[config.mk]
export PLATFORM = sky130hd
export DESIGN_NAME = sha256_block_compress_top
export DESIGN_NICKNAME = d
export VERILOG_FILES = /design/src/rtl/sbc_pkg.sv /design/src/rtl/sha256_block_compress_top.sv /design/src/rtl/sbc_ctrl.sv /design/src/rtl/sbc_datapath.sv
export SDC_FILE = /design/constraint.sdc
export NUM_CORES = 2
export LEC_CHECK = 0
export BUFFER_PORTS_ARGS = -buffer_cell sky130_fd_sc_hd__buf_2
export CAP_MARGIN = 20
export CORE_MARGIN = 8
export CORE_UTILIZATION = 25
export CTS_CLUSTER_SIZE = 40
export DETAILED_ROUTE_END_ITERATION = 12
export GPL_ROUTABILITY_DRIVEN = 0
export SLEW_MARGIN = 10
export SYNTH_ARGS = -nofsm -noshare
export SYNTH_HDL_FRONTEND = slang
export SYNTH_SLANG_ARGS = --single-unit
[constraint.sdc]
create_clock -name i_clk -period 37.9 [get_ports i_clk]
set_clock_uncertainty 0.2 [all_clocks]
set_input_delay 3.79 -clock i_clk [delete_from_list [all_inputs] [get_ports i_clk]]
set_output_delay 3.79 -clock i_clk [all_outputs]
set_load 0.01 [all_outputs]
[src/rtl/sbc_pkg.sv]
package sbc_pkg;

    localparam int WORD_W      = 32;
    localparam int BLOCK_WORDS = 16;
    localparam int ROUNDS      = 64;
    localparam int HASH_WORDS  = 8;
    localparam int CNT_W       = $clog2(BLOCK_WORDS);
    localparam int ROUND_W     = $clog2(ROUNDS);
    localparam int IDX_W       = $clog2(HASH_WORDS);

    typedef enum logic [1:0] {
        ST_LOAD,
        ST_ROUND,
        ST_FINAL,
        ST_EMIT
    } t_state;

    // controller to datapath commands
    typedef struct packed {
        logic               load_word;
        logic               restart;
        logic               init_rounds;
        logic               do_round;
        logic               add_hash;
        logic [ROUND_W-1:0] round_idx;
        logic [IDX_W-1:0]   out_idx;
    } t_sbc_cmd;

    function automatic logic [WORD_W-1:0] rotr(input logic [WORD_W-1:0] x, input int n);
        return (x >> n) | (x << (WORD_W - n));
    endfunction

    function automatic logic [WORD_W-1:0] ssig0(input logic [WORD_W-1:0] x);
        return rotr(x, 7) ^ rotr(x, 18) ^ (x >> 3);
    endfunction

    function automatic logic [WORD_W-1:0] ssig1(input logic [WORD_W-1:0] x);
        return rotr(x, 17) ^ rotr(x, 19) ^ (x >> 10);
    endfunction

    function automatic logic [WORD_W-1:0] bsig0(input logic [WORD_W-1:0] x);
        return rotr(x, 2) ^ rotr(x, 13) ^ rotr(x, 22);
    endfunction

    function automatic logic [WORD_W-1:0] bsig1(input logic [WORD_W-1:0] x);
        return rotr(x, 6) ^ rotr(x, 11) ^ rotr(x, 25);
    endfunction

    function automatic logic [WORD_W-1:0] ch_f(input logic [WORD_W-1:0] e,
                                               input logic [WORD_W-1:0] f,
                                               input logic [WORD_W-1:0] g);
        return (e & f) ^ (~e & g);
    endfunction

    function automatic logic [WORD_W-1:0] maj_f(input logic [WORD_W-1:0] a,
                                                input logic [WORD_W-1:0] b,
                                                input logic [WORD_W-1:0] c);
        return (a & b) ^ (a & c) ^ (b & c);
    endfunction

    function automatic logic [WORD_W-1:0] init_h(input logic [IDX_W-1:0] i);
        logic [WORD_W-1:0] v;
        unique case (i)
            3'd0: v = 32'h6a09e667;
            3'd1: v = 32'hbb67ae85;
            3'd2: v = 32'h3c6ef372;
            3'd3: v = 32'ha54ff53a;
            3'd4: v = 32'h510e527f;
            3'd5: v = 32'h9b05688c;
            3'd6: v = 32'h1f83d9ab;
            3'd7: v = 32'h5be0cd19;
        endcase
        return v;
    endfunction

    function automatic logic [WORD_W-1:0] round_k(input logic [ROUND_W-1:0] t);
        logic [WORD_W-1:0] v;
        unique case (t)
            6'd0:  v = 32'h428a2f98;  6'd1:  v = 32'h71374491;
            6'd2:  v = 32'hb5c0fbcf;  6'd3:  v = 32'he9b5dba5;
            6'd4:  v = 32'h3956c25b;  6'd5:  v = 32'h59f111f1;
            6'd6:  v = 32'h923f82a4;  6'd7:  v = 32'hab1c5ed5;
            6'd8:  v = 32'hd807aa98;  6'd9:  v = 32'h12835b01;
            6'd10: v = 32'h243185be;  6'd11: v = 32'h550c7dc3;
            6'd12: v = 32'h72be5d74;  6'd13: v = 32'h80deb1fe;
            6'd14: v = 32'h9bdc06a7;  6'd15: v = 32'hc19bf174;
            6'd16: v = 32'he49b69c1;  6'd17: v = 32'hefbe4786;
            6'd18: v = 32'h0fc19dc6;  6'd19: v = 32'h240ca1cc;
            6'd20: v = 32'h2de92c6f;  6'd21: v = 32'h4a7484aa;
            6'd22: v = 32'h5cb0a9dc;  6'd23: v = 32'h76f988da;
            6'd24: v = 32'h983e5152;  6'd25: v = 32'ha831c66d;
            6'd26: v = 32'hb00327c8;  6'd27: v = 32'hbf597fc7;
            6'd28: v = 32'hc6e00bf3;  6'd29: v = 32'hd5a79147;
            6'd30: v = 32'h06ca6351;  6'd31: v = 32'h14292967;
            6'd32: v = 32'h27b70a85;  6'd33: v = 32'h2e1b2138;
            6'd34: v = 32'h4d2c6dfc;  6'd35: v = 32'h53380d13;
            6'd36: v = 32'h650a7354;  6'd37: v = 32'h766a0abb;
            6'd38: v = 32'h81c2c92e;  6'd39: v = 32'h92722c85;
            6'd40: v = 32'ha2bfe8a1;  6'd41: v = 32'ha81a664b;
            6'd42: v = 32'hc24b8b70;  6'd43: v = 32'hc76c51a3;
            6'd44: v = 32'hd192e819;  6'd45: v = 32'hd6990624;
            6'd46: v = 32'hf40e3585;  6'd47: v = 32'h106aa070;
            6'd48: v = 32'h19a4c116;  6'd49: v = 32'h1e376c08;
            6'd50: v = 32'h2748774c;  6'd51: v = 32'h34b0bcb5;
            6'd52: v = 32'h391c0cb3;  6'd53: v = 32'h4ed8aa4a;
            6'd54: v = 32'h5b9cca4f;  6'd55: v = 32'h682e6ff3;
            6'd56: v = 32'h748f82ee;  6'd57: v = 32'h78a5636f;
            6'd58: v = 32'h84c87814;  6'd59: v = 32'h8cc70208;
            6'd60: v = 32'h90befffa;  6'd61: v = 32'ha4506ceb;
            6'd62: v = 32'hbef9a3f7;  6'd63: v = 32'hc67178f2;
        endcase
        return v;
    endfunction

endpackage

[src/rtl/sha256_block_compress_top.sv]
// sha-256 block compressor: one 32-bit word request per cycle while loading a block
// after the 16th word of a block: 64 rounds, one hash add, then the first digest word is shown;
//   when the end flag falls in mid block the partial block is dropped and the digest goes out
// per 512-bit block: 16 loads, 64 rounds and 1 add in turn, no new word taken before the add,
//   set by the single round unit doing one round per cycle; digest takes 8 output requests
// reset: synchronous active low; hash reloads the initial values, controller back to load
module sha256_block_compress_top
    import sbc_pkg::*;
(
    input  logic        i_clk,
    input  logic        i_rst_n,
    // input stream
    input  logic        s_axis_tvalid,
    output logic        s_axis_tready,
    input  logic [31:0] s_axis_tdata,   // [31:0] message_word
    input  logic [0:0]  s_axis_tuser,   // [0] new_message
    input  logic        s_axis_tlast,   // end_of_message
    // digest stream
    output logic        m_axis_tvalid,
    input  logic        m_axis_tready,
    output logic [39:0] m_axis_tdata,   // [31:0] digest_word, [34:32] digest_index, rest zero
    output logic        m_axis_tlast    // digest_last
);

    // command bundle from controller to datapath
    t_sbc_cmd          cmd;
    logic [WORD_W-1:0] digest_word;

    // state machine: load / rounds / hash add / digest out
    sbc_ctrl u_ctrl (
        .i_clk            (i_clk),
        .i_rst_n          (i_rst_n),
        .i_s_tvalid       (s_axis_tvalid),
        .i_new_message    (s_axis_tuser[0]),
        .i_end_of_message (s_axis_tlast),
        .o_s_tready       (s_axis_tready),
        .o_m_tvalid       (m_axis_tvalid),
        .i_m_tready       (m_axis_tready),
        .o_m_tlast        (m_axis_tlast),
        .o_cmd            (cmd)
    );

    // hash registers, working variables, schedule window and the round unit
    sbc_datapath u_datapath (
        .i_clk          (i_clk),
        .i_rst_n        (i_rst_n),
        .i_cmd          (cmd),
        .i_message_word (s_axis_tdata),
        .o_digest_word  (digest_word)
    );

    // pack digest word and its index, pad to whole bytes
    assign m_axis_tdata = {5'b0, cmd.out_idx, digest_word};

endmodule

[src/rtl/sbc_ctrl.sv]
module sbc_ctrl
    import sbc_pkg::*;
(
    input  logic     i_clk,
    input  logic     i_rst_n,
    input  logic     i_s_tvalid,
    input  logic     i_new_message,
    input  logic     i_end_of_message,
    output logic     o_s_tready,
    output logic     o_m_tvalid,
    input  logic     i_m_tready,
    output logic     o_m_tlast,
    output t_sbc_cmd o_cmd
);

    localparam logic [CNT_W-1:0]   LAST_WORD  = CNT_W'(BLOCK_WORDS - 1);
    localparam logic [ROUND_W-1:0] LAST_ROUND = ROUND_W'(ROUNDS - 1);
    localparam logic [IDX_W-1:0]   LAST_IDX   = IDX_W'(HASH_WORDS - 1);

    t_state             r_state, n_state;
    logic [CNT_W-1:0]   r_word_cnt, n_word_cnt;
    logic [ROUND_W-1:0] r_round_cnt, n_round_cnt;
    logic [IDX_W-1:0]   r_out_idx, n_out_idx;
    logic               r_finish, n_finish;
    logic [CNT_W-1:0]   eff_cnt;

    always_ff @(posedge i_clk) begin
        if (!i_rst_n) begin
            r_state     <= ST_LOAD;
            r_word_cnt  <= '0;
            r_round_cnt <= '0;
            r_out_idx   <= '0;
            r_finish    <= 1'b0;
        end else begin
            r_state     <= n_state;
            r_word_cnt  <= n_word_cnt;
            r_round_cnt <= n_round_cnt;
            r_out_idx   <= n_out_idx;
            r_finish    <= n_finish;
        end
    end

    assign eff_cnt = i_new_message ? '0 : r_word_cnt;

    always_comb begin
        n_state     = r_state;
        n_word_cnt  = r_word_cnt;
        n_round_cnt = r_round_cnt;
        n_out_idx   = r_out_idx;
        n_finish    = r_finish;
        o_s_tready  = 1'b0;
        o_m_tvalid  = 1'b0;
        o_m_tlast   = 1'b0;
        o_cmd       = '0;
        o_cmd.round_idx = r_round_cnt;
        o_cmd.out_idx   = r_out_idx;
        unique case (r_state)
            ST_LOAD: begin
                o_s_tready = 1'b1;
                if (i_s_tvalid) begin
                    o_cmd.load_word = 1'b1;
                    o_cmd.restart   = i_new_message;
                    n_word_cnt      = eff_cnt + 1'b1;
                    if (eff_cnt == LAST_WORD) begin
                        o_cmd.init_rounds = 1'b1;
                        n_finish          = i_end_of_message;
                        n_state           = ST_ROUND;
                    end else if (i_end_of_message) begin
                        // partial block dropped, digest is the hash as it stands
                        n_word_cnt = '0;
                        n_out_idx  = '0;
                        n_state    = ST_EMIT;
                    end
                end
            end
            ST_ROUND: begin
                o_cmd.do_round = 1'b1;
                n_round_cnt    = r_round_cnt + 1'b1;
                if (r_round_cnt == LAST_ROUND) begin
                    n_state = ST_FINAL;
                end
            end
            ST_FINAL: begin
                o_cmd.add_hash = 1'b1;
                n_out_idx      = '0;
                n_state        = r_finish ? ST_EMIT : ST_LOAD;
            end
            ST_EMIT: begin
                o_m_tvalid = 1'b1;
                o_m_tlast  = (r_out_idx == LAST_IDX);
                if (i_m_tready) begin
                    n_out_idx = r_out_idx + 1'b1;
                    if (r_out_idx == LAST_IDX) begin
                        n_state = ST_LOAD;
                    end
                end
            end
        endcase
    end

    a_no_overlap: assert property (@(posedge i_clk) disable iff (!i_rst_n)
        !(o_s_tready && o_m_tvalid))
        else $error("input and output sides open at once");

    a_round_idle: assert property (@(posedge i_clk) disable iff (!i_rst_n)
        (r_state != ST_ROUND) |-> (r_round_cnt == '0))
        else $error("round counter not at zero outside rounds");

    a_digest_done: assert property (@(posedge i_clk) disable iff (!i_rst_n)
        (o_m_tvalid && i_m_tready && o_m_tlast) |=> o_s_tready)
        else $error("input not reopened after last digest word");

    a_stall_hold: assert property (@(posedge i_clk) disable iff (!i_rst_n)
        (o_m_tvalid && !i_m_tready) |=> (o_m_tvalid && $stable(r_out_idx)))
        else $error("digest index moved under stall");

    a_block_to_round: assert property (@(posedge i_clk) disable iff (!i_rst_n)
        o_cmd.init_rounds |=> (r_state == ST_ROUND && r_round_cnt == '0))
        else $error("full block did not start rounds");

endmodule

[src/rtl/sbc_datapath.sv]
module sbc_datapath
    import sbc_pkg::*;
(
    input  logic              i_clk,
    input  logic              i_rst_n,
    input  t_sbc_cmd          i_cmd,
    input  logic [WORD_W-1:0] i_message_word,
    output logic [WORD_W-1:0] o_digest_word
);

    logic [WORD_W-1:0] r_hash  [HASH_WORDS];
    logic [WORD_W-1:0] r_var   [HASH_WORDS];   // a..h
    logic [WORD_W-1:0] r_sched [BLOCK_WORDS];  // sliding window, entry 0 is W[t]

    logic [WORD_W-1:0] n_sched_in;
    logic [WORD_W-1:0] w_t1, w_t2;

    // next schedule word from the fixed window taps
    assign n_sched_in = ssig1(r_sched[14]) + r_sched[9] + ssig0(r_sched[1]) + r_sched[0];

    assign w_t1 = r_var[7] + bsig1(r_var[4]) + ch_f(r_var[4], r_var[5], r_var[6])
                + round_k(i_cmd.round_idx) + r_sched[0];
    assign w_t2 = bsig0(r_var[0]) + maj_f(r_var[0], r_var[1], r_var[2]);

    always_ff @(posedge i_clk) begin
        if (!i_rst_n) begin
            for (int i = 0; i < HASH_WORDS; i++) begin
                r_hash[i] <= init_h(IDX_W'(i));
            end
        end else if (i_cmd.restart) begin
            for (int i = 0; i < HASH_WORDS; i++) begin
                r_hash[i] <= init_h(IDX_W'(i));
            end
        end else if (i_cmd.add_hash) begin
            for (int i = 0; i < HASH_WORDS; i++) begin
                r_hash[i] <= r_hash[i] + r_var[i];
            end
        end
    end

    always_ff @(posedge i_clk) begin
        if (i_cmd.load_word || i_cmd.do_round) begin
            for (int i = 0; i < BLOCK_WORDS - 1; i++) begin
                r_sched[i] <= r_sched[i+1];
            end
            r_sched[BLOCK_WORDS-1] <= i_cmd.load_word ? i_message_word : n_sched_in;
        end
    end

    always_ff @(posedge i_clk) begin
        if (!i_rst_n) begin
            for (int i = 0; i < HASH_WORDS; i++) begin
                r_var[i] <= '0;
            end
        end else if (i_cmd.init_rounds) begin
            for (int i = 0; i < HASH_WORDS; i++) begin
                r_var[i] <= r_hash[i];
            end
        end else if (i_cmd.do_round) begin
            r_var[7] <= r_var[6];
            r_var[6] <= r_var[5];
            r_var[5] <= r_var[4];
            r_var[4] <= r_var[3] + w_t1;
            r_var[3] <= r_var[2];
            r_var[2] <= r_var[1];
            r_var[1] <= r_var[0];
            r_var[0] <= w_t1 + w_t2;
        end
    end

    assign o_digest_word = r_hash[i_cmd.out_idx];

endmodule
==> flow_metrics.py <==
metrics = {
    "layout": {
        "mostFrequentLayoutCells": "edfxtp_1 (928), nand2_1 (611), a21oi_1 (447)",
        "final_cells": 9598,
        "regArea_um2": 30800,
        "multi_input_area_um2": 33200,
        "fin_nets": 6580,
        "syn2layout_area_growth_pct": 11.8,
        "fin_area_um2": 74200,
        "mostFrequentLayoutCell": "edfxtp_1",
        "layout-drive-gt1-share_pct": 7.36,
        "fillers": 27200,
    },
    "logic_synthesis": {
        "ys.flop_type": "edfxtp_1",
        "synthArstFlopShare_pct": 0,
        "postSynthAreaPerCell_um2": 11.0,
        "synth_cell_type_count": 91,
        "syn_area_um2": 66400,
        "netlist_instances": 6013,
        "synth_enable_flop_cells": 928,
        "ys_seq_area_share_pct": 46.4,
        "yosys_warnings": 0,
        "ys_ff_latch": 1075,
    },
    "timing": {
        "setup_violations": 0,
        "worstMarginPinSlew_ns": 1.15,
        "drv_slew": 0,
        "max_freq_ghz": 0.119,
        "relSlewSlack_pct": 23.2,
        "rsz0062_at_grt": "no",
        "period_share_pct": 22.2,
        "fin_crit_ns": 8.41,
        "setup_ws_ns": 29.49,
        "hold_viol_final": 0,
        "setup_tns_ns": 0,
    },
    "setup_path": {
        "start_kind": "register",
        "critPathSlowestCell": "fa_1",
        "critical_path_class": "register to register",
        "endpoint_kind": "register",
        "r2r_end": "u_datapath.r_var[0][31]",
        "crit_required_ns": 38.11,
        "slowest_delay_ns": 0.55,
        "worstPathMaxFanout": 6,
        "crit_path_start": "u_datapath.r_var[0][141]",
        "r2r_slack_ns": 29.49,
        "r2r_start": "u_datapath.r_var[0][141]",
        "reg2reg_depth": 30,
        "endpoint": "u_datapath.r_var[0][31]",
        "arrival_ns": 8.63,
    },
    "run": {
        "cap_violations": 0,
    },
    "floorplan": {
        "core_region_area_um2": 265000,
        "die_area_um2": 282000,
        "dieWidth_um": 531,
        "pin_count": 81,
        "fp-row-count": 189,
        "start_util_pct": 25.1,
        "die_h_um": 531,
    },
    "clock_tree": {
        "numCtsBuffers": 105,
        "hold_buffers": 0,
        "clk_pin_slew_ns": 0.07,
        "cts_buffer_depth": 3,
        "tritoncts": "yes",
        "cts-root-buf": "clkbuf_16",
        "cts_num_sinks": 1075,
        "cts_max_level": 3,
        "clk_latency_ns": 0.76,
        "cts_setup_buffers": 0,
        "cts_resized": 0,
    },
    "place": {
        "dp_cells": 9380,
        "placed_cell_area_um2": 70500,
        "port_buffers": 75,
        "dpl_worst_slack_ns": 29.60,
        "dp_hpwl_mm": 153,
    },
    "status": {
        "status": "finished, final reports clean",
    },
    "hold_path": {
        "hp-class": "register to register",
    },
    "global_routing": {
        "overflow": 0,
        "grt_max_degree": 204,
        "grt_pass1_vias": 46500,
        "grt_usage_pct": 13.9,
        "grt_first_pass_wirelength_mm": 304,
        "antenna_found_initial": 14,
    },
    "routing": {
        "drtPass1Iterations": 7,
        "vias": 48700,
        "via_per_inst": 5.07,
        "ant_nets": 0,
        "drcViolationCount": 0,
        "wire_per_inst_um": 21.3,
        "routed_wl_mm": 204,
        "drt_iter0_drc": 6116,
    },
}
synthesized netlist by cell type (70+ instances only):
library cell	instances	area (µm²)
a21oi_1	447	2240
xnor2_1	377	3300
mux2i_1	102	1020
edfxtp_1	928	27900
xor2_1	190	1660
nand3_1	71	355
fa_1	195	3900
nor2_1	320	1200
inv_1	354	1330
nand2_1	618	2320
o21ai_0	314	1570
nor3_1	84	420
nand2b_1	70	438
a21o_1	161	1210
clkbuf_1	248	931
ha_1	392	4900
dfxtp_1	147	2940
o211a_1	70	701
critical path: cells and delay by family, from the launching register on:
family,cells,cell delay (ns)
buffers and inverters,4,0.27
AOI/OAI and AO/OA,16,3.72
xor gates and xnor gates,4,0.73
DFF,1,0.53
adders and majority gates,6,2.65
per-stage QoR:
| stage | hold slack, ns | utilization (%) |
|---|---|---|
| final | 0.214 | 28.0 |
| after global routing | 0.218 | 28.0 |
| after CTS | 0.211 | 28.0 |
| after detailed placement | 0.205 | 26.7 |
| after global placement | 0.200 | 26.7 |
| after floorplan | 0.200 | - |
layer usage:
metal | up-vias | track usage (%) | wire, µm
met3 | 412 | 3.33 | 20400
met5 | - | 0 | 27
met1 | 24100 | 19.9 | 90000
met2 | 2474 | 20.6 | 86100
li1 | 21700 | - | -
met4 | 4 | 4.66 | 7900
cell families after synthesis:
group | synth area share, %
AO/OA/AOI/OAI | 14.8
XOR/XNOR | 7.52
adder cells (fa/ha/maj) | 13.6
buffers and inverters | 3.71
AND/OR/NAND/NOR | 9.53
other | 0.00565
multiplexers | 4.36
flip-flops | 46.4
worst min path at each step:
stage	startpoint	to	cells past startpoint
final	u_datapath.r_sched[1][14]	u_datapath.r_sched[0][238]	0
after global routing	u_datapath.r_sched[1][105]	u_datapath.r_sched[1][73]	0
after CTS	u_datapath.r_sched[1][14]	u_datapath.r_sched[0][238]	0
after detailed placement	u_datapath.r_sched[0][137]	u_datapath.r_sched[0][105]	0
after global placement	u_datapath.r_sched[0][160]	u_datapath.r_sched[0][128]	0
after floorplan	u_datapath.r_sched[0][132]	u_datapath.r_sched[0][100]	0
flip-flops by register name, indices dropped and copies added (netlist names), named ones only:
| register | cells |
|---|---|
| u_datapath.r_hash | 256 |
| u_ctrl.r_finish | 1 |
| u_datapath.r_sched | 512 |
| u_ctrl.r_round_cnt | 6 |
| u_ctrl.r_out_idx | 3 |
| u_ctrl.r_word_cnt | 4 |
| u_datapath.r_var | 256 |
| u_ctrl.r_state | 2 |
final cells by class:
class	instances	share of cell area [%]
diodes	18	0.0607
clock buffers	126	3.72
clock inverters	73	1.09
inverters	357	1.81
multi-input cells	4294	44.8
flip-flops and latches	1075	41.6
well taps	3533	5.96
repair buffers	122	1.03
Power is not shown: default switching activity piles up to over one toggle a cycle in this logic, so the estimate is an artifact.
